$ cat src/rtl/sobel_edge_magnitude_core_macros.svh
// Assertion macros shared by the Sobel edge magnitude RTL.
`ifndef SOBEL_EDGE_MAGNITUDE_CORE_MACROS_SVH
`define SOBEL_EDGE_MAGNITUDE_CORE_MACROS_SVH
`ifndef NO_ASSERTIONS
// Property that must hold on every clock edge out of reset
`define SEM_ASSERT(lbl, prop) \
  lbl: assert property (@(posedge clk) disable iff (rst) (prop)) \
    else $error("sobel edge assertion failed");
// Condition implies another in the following cycle
`define SEM_ASSERT_NEXT(lbl, cond, prop) \
  lbl: assert property (@(posedge clk) disable iff (rst) (cond) |=> (prop)) \
    else $error("sobel edge sequencing assertion failed");
`else
`define SEM_ASSERT(lbl, prop)
`define SEM_ASSERT_NEXT(lbl, cond, prop)
`endif
`endif

$ cat src/rtl/sem_pkg.sv
// Shared types and constants for the Sobel edge magnitude core.
`timescale 1ns / 1ps
package sem_pkg;
  localparam int MAX_WIDTH   = 1024;
  localparam int COL_W       = $clog2(MAX_WIDTH);
  localparam int ROW_W       = 16;
  localparam int LUMA_W      = 16;
  localparam int CFG_W       = 16;
  localparam int WIDTH_REG_W = 11;
  localparam int GRAD_W      = 18;
  localparam int ACC_W       = 37;

  // Register indexes
  localparam logic REG_IMAGE_WIDTH  = 1'b0;
  localparam logic REG_IMAGE_HEIGHT = 1'b1;

  // Luma weights (Q8)
  localparam logic [7:0] W_RED   = 8'd77;
  localparam logic [7:0] W_GREEN = 8'd150;
  localparam logic [7:0] W_BLUE  = 8'd29;

  typedef struct packed {
    logic       accept;
    logic       update;
    logic       grad;
    logic       sq_x;
    logic       sq_y;
    logic       root;
    logic [2:0] root_bit;
    logic       load_out;
  } sem_cmd_t;

  typedef struct packed {
    logic emit;
    logic out_free;
  } sem_sts_t;
endpackage

$ cat src/rtl/sem_ctrl.sv
// Sequencer for the Sobel edge magnitude core.
`timescale 1ns / 1ps
`include "sobel_edge_magnitude_core_macros.svh"
module sem_ctrl (
  input  logic              clk,
  input  logic              rst,
  input  logic              in_valid,
  output logic              in_ready,
  input  sem_pkg::sem_sts_t sts,
  output sem_pkg::sem_cmd_t cmd
);
  import sem_pkg::*;

  typedef enum logic [2:0] {
    ST_IDLE, ST_UPD, ST_GRAD, ST_SQX, ST_SQY, ST_ROOT, ST_OUT
  } state_t;

  state_t     state;
  logic [2:0] bit_cnt;

  // Hold state and root iteration count
  always_ff @(posedge clk) begin
    if (rst) begin
      state   <= ST_IDLE;
      bit_cnt <= 3'd7;
    end else begin
      unique case (state)
        ST_IDLE: if (in_valid) state <= ST_UPD;
        ST_UPD:  state <= sts.emit ? ST_GRAD : ST_IDLE;
        ST_GRAD: state <= ST_SQX;
        ST_SQX:  state <= ST_SQY;
        ST_SQY: begin
          state   <= ST_ROOT;
          bit_cnt <= 3'd7;
        end
        ST_ROOT: begin
          if (bit_cnt == 3'd0) state <= ST_OUT;
          else bit_cnt <= bit_cnt - 3'd1;
        end
        ST_OUT:  if (sts.out_free) state <= ST_IDLE;
        default: state <= ST_IDLE;
      endcase
    end
  end

  // Decode commands from state
  assign in_ready     = (state == ST_IDLE);
  assign cmd.accept   = in_ready && in_valid;
  assign cmd.update   = (state == ST_UPD);
  assign cmd.grad     = (state == ST_GRAD);
  assign cmd.sq_x     = (state == ST_SQX);
  assign cmd.sq_y     = (state == ST_SQY);
  assign cmd.root     = (state == ST_ROOT);
  assign cmd.root_bit = bit_cnt;
  assign cmd.load_out = (state == ST_OUT) && sts.out_free;

  `SEM_ASSERT_NEXT(a_accept_to_update, cmd.accept, state == ST_UPD)
  `SEM_ASSERT_NEXT(a_root_ends, cmd.root && bit_cnt == 3'd0, state == ST_OUT)
  `SEM_ASSERT(a_load_only_free, !cmd.load_out || sts.out_free)
endmodule

$ cat config.mk
export PLATFORM = sky130hd
export DESIGN_NAME = sem_ctrl
export DESIGN_NICKNAME = d
export VERILOG_FILES = /design/src/rtl/sem_pkg.sv /design/src/rtl/sem_ctrl.sv
export VERILOG_INCLUDE_DIRS = /design/src /design/src/rtl
export SDC_FILE = /design/constraint.sdc
export NUM_CORES = 1
export LEC_CHECK = 0
export ABC_AREA = 1
export BUFFER_PORTS_ARGS = -buffer_cell sky130_fd_sc_hd__clkbuf_2
export CORE_AREA = 3 3 40 42
export DETAILED_ROUTE_END_ITERATION = 6
export DIE_AREA = 0 0 43 45
export PLACE_DENSITY = 0.66
export SYNTH_ARGS = -nofsm -noshare
export SYNTH_HDL_FRONTEND = slang
export SYNTH_SLANG_ARGS = --single-unit
$ cat constraint.sdc
create_clock -name clk -period 1.3 [get_ports clk]
set_input_delay 0.065 -clock clk [delete_from_list [all_inputs] [get_ports clk]]
set_output_delay 0.065 -clock clk [all_outputs]
set_load 0.02 [all_outputs]
Word-level counts from Yosys, hierarchy flattened
Cells that the tools add are included.

Register bits after elaboration: 6.

$add $sub $neg: 1. Equal/unequal tests: 10. Mux-type cells: 7. Reductions and logical operators: 7.

Operators with widths (count): case mux 3 bit (7 select lines) (1); 2-to-1 mux 3 bit (4); == test 3 bit (second input constant) (3); == test 3 x 2 -> 1 bit (second input constant) (2); zero test 3 bit (2); inequality test 2 bit (second input constant) (3); case mux 3 bit (2 select lines) (1); == test 3 x 1 -> 1 bit (second input constant) (1); AND reduction 3 bit (1); subtractor 3 x 1 -> 3 bit (second input constant) (1); logical AND 1 bit (2); 2-to-1 mux 2 bit (1); inequality test 2 x 1 -> 1 bit (second input constant) (1); AND reduction 2 bit (1); nonzero test 2 bit (1).

Longest topological paths before layout
Word-level depth: 3. Mapped depth: 8.

Least setup slack after synthesis
No wires, ideal clock.

Kind: flip-flop to flip-flop. Start: reg bit_cnt[0]. End: reg state[0]. Library setup time: 0.109 ns. Data arrival time: 1.150 ns. Slack: 0.041 ns. Stages on the path, launching flop included: 9. Buffers on the path: 0. Clock period less this slack: 1.259 ns. Path through: dfxtp_1 > inv_1 > ha_1 > nand2_1 > nand3_4 > nand3_2 > nand2_1 > inv_2 > nor2_2.

Longest elaborated chain between the ends: 3.

Ends and longest elaborated chain: start: declaration (line sem_ctrl.sv:19) `logic [2:0] bit_cnt;`; start signal: assignment (line sem_ctrl.sv:38) `else bit_cnt <= bit_cnt - 3'd1;`; zero test 3 bit (line sem_ctrl.sv:37) `if (bit_cnt == 3'd0) state <= ST_OUT;`; inequality test 2 x 1 -> 1 bit (no source line); AND reduction 3 bit (no source line); end signal: assignment (line sem_ctrl.sv:29) `ST_UPD: state <= sts.emit ? ST_GRAD : ST_IDLE;`; end: declaration (line sem_ctrl.sv:18) `state_t state;`.

No other way between the ends. A chain may end at the register's enable or synchronous reset.

==> results.py <==
metrics = {
    "clock_tree": {
        "ctsRootBufferMaster": "clkbuf_4",
        "cts_sinks": 6,
        "cts_tree": "built",
        "htreeDepth": 1,
        "cts_buffer_depth": 2,
        "clk_latency_ns": 0.24,
        "path_clk_slew_ns": 0.04,
        "numCtsBuffers": 3,
        "ctsHoldBuffers": 0,
        "cts_post_setup_buffers_inserted": 0,
    },
    "synth": {
        "ys_top_cells_by_area": "dfxtp_1 26%, nand2_1 11%, inv_1 8.3%, nor2_1 7.4%, ha_1 5.5%",
        "synth_area_um2": 454,
        "ys_seq_area_share_pct": 26.4,
        "synth_area_per_cell_um2": 6.78,
        "synth_cell_type_count": 21,
        "syn_nets": 74,
        "synth_area_leader_cell": "dfxtp_1",
        "yosysWarnings": 0,
        "ys_async_sr_fraction_pct": 0,
        "synth_edf_count": 0,
        "synth_ff_type": "dfxtp_1",
        "synth_top_area_share_pct": 26.4,
        "synthCells": 67,
        "synth-seq-cells": 6,
    },
    "pwr": {
        "vdd_drop_max_v": 0.000919,
        "power.static_leakage_nw": 0.324,
        "power_frac_seq_pct": 26.8,
        "p_sw_uw": 667,
        "p_int_uw": 653,
        "power_density_nw_per_um2": 2240,
        "switching_share_pct": 50.5,
        "clkPwrFrac_pct": 12.6,
        "power_mw": 1.32,
        "combPwrFrac_pct": 60.7,
    },
    "layout": {
        "final_cell_mix": "13 x nand2_1, 12 x clkbuf_2, 10 x inv_1, 9 x nor2_1, 5 x inv_2",
        "layout.cells.most_common": "nand2_1",
        "drive_above_1_share_pct": 45.9,
        "area_growth_pct": 29.8,
        "fin_nets": 94,
        "fillers": 136,
        "diodes": 0,
        "stdcell_count": 100,
    },
    "hold_path": {
        "holdPathEnd": "bit_cnt[0]",
        "min-delay-start": "rst",
        "holdCritPathClass": "input pin to flip-flop",
        "holdPathStages": 3,
    },
    "setup_path": {
        "reg2reg_slack_ns": 0.14,
        "cp.arrival_ns": 1.16,
        "r2r_start": "bit_cnt[0]",
        "start_kind": "flip-flop",
        "critical_path_class": "flip-flop to output port",
        "crit_fanout": 6,
        "ff2ff_path_depth": 8,
        "r2r_end": "state[0]",
        "critPathCaptureType": "output port",
        "required_ns": 1.24,
    },
    "drt": {
        "vias": 437,
        "drc": 0,
        "wl_per_cell_um": 8.48,
        "drt_pre_antenna_iters": 4,
        "routed_wl_um": 848,
        "ant_nets": 0,
        "viasPerCell": 4.37,
        "drt-initial-drc-count": 11,
    },
    "place": {
        "place_congestion": 0.717,
        "dpl.hpwl_um": 687,
        "io_buffers": 15,
        "dpl.cell_count": 97,
    },
    "sta": {
        "slew_viol_final": 0,
        "finalCritPeriodShare_pct": 94.2,
        "fin_crit_ns": 1.23,
        "maxSlewHeadroom_pct": 87.8,
        "finalHoldViolCount": 0,
        "finalSetupViolations": 0,
        "clock.fmax_mhz": 816,
        "finClkSkew_ns": 0.000810,
        "worst_slew_pin_slew_ns": 0.181,
    },
    "run": {
        "drv_cap": 0,
    },
    "status": {
        "outcome": "completed",
    },
    "die": {
        "start_util_pct": 35.3,
        "core_area_um2": 1280,
        "die-area_um2": 1940,
        "rows": 13,
        "io_pins": 16,
        "die_h_um": 45,
        "dieWidth_um": 43,
    },
    "global_routing": {
        "grt_max_degree": 7,
        "grt_overflow_total": 0,
        "antenna_found_initial": 0,
        "first_global_vias": 350,
        "grt_use_total_pct": 9.58,
        "grt_pass1_wl_um": 1370,
    },
}
-- power groups by stage --
stage	Combinational (mW)	Clock, mW	Sequential (mW)
after floorplan	0.604	0	0.328
after CTS	0.780	0.178	0.339
after detailed placement	0.778	0	0.336
final	0.801	0.166	0.353
after global placement	0.773	0	0.335
after global routing	0.899	0.182	0.364
-- registers in the layout, indices dropped and copies added, names as in the netlist --
name and count:
state 3, bit_cnt 3
-- through the flow --
stage               setup slack [ns]  util [%]  instance area, um^2  hold WS [ns]  setup TNS (ns)
finish                        0.0750      45.9                  589        0.0417               0
global route                -0.00889      45.9                  589        0.0632        -0.00907
CTS                         0.000408      44.6                  573        0.0397               0
detailed placement             0.138      42.6                  548         0.292               0
global placement               0.150      42.6                  548         0.287               0
floorplan                     0.0407         -                  454         0.153               0
-- cell type report --
cell class	instances	area (um^2)	share of cell area, %
repair buffers	16	90.1	15.3
flip-flops and latches	6	126	21.4
inverters	15	56.3	9.55
well taps	15	18.8	3.18
clock buffers	3	22.5	3.82
multi-input cells	45	275	46.7
-- metal layers --
layer	track usage [%]	wire length [um]	up-vias
met5	0	0	-
met4	9.04	16	0
met3	1.20	69	2
met2	12.9	361	19
met1	13.0	401	175
li1	-	-	241
-- cells by family after synthesis --
kind of cell / synth area share, %
and+or+nand+nor: 43.0
buffers and inverters: 14.1
AOI/OAI and AO/OA: 9.09
DFF: 26.4
adders and majority gates: 5.51
xor gates and xnor gates: 1.93
-- repair_timing --
action / 4_1_cts / 5_1_grt
pin swaps: 0 / 0
setup endpoints to repair: 3 / 4
resized for setup: 2 / 9
hold endpoints to repair: 0 / 0
-- worst max path at each step --
stage,end,cells after the start,startpoint
after floorplan,state[0],8,bit_cnt[0]
after CTS,cmd[4],5,state[0]
after global routing,cmd[9],5,state[2]
after detailed placement,state[0],8,bit_cnt[0]
after global placement,state[0],7,state[2]
final,cmd[6],3,state[2]
-- worst max-delay path, cell delays in order, from the launching register on --
cell	delay, ns
dfxtp_4	0.36
buf_4	0.16
nor3_2	0.20
clkbuf_2	0.20
-- cells in the mapped netlist, drive strengths merged, types with 2 or more instances --
master and n:
inv 15, dfxtp 6, a21oi 3, nand2 16
nor2 13, nand3 4, o21ai 3, ha 2
Power figures use the tool's default switching activity.
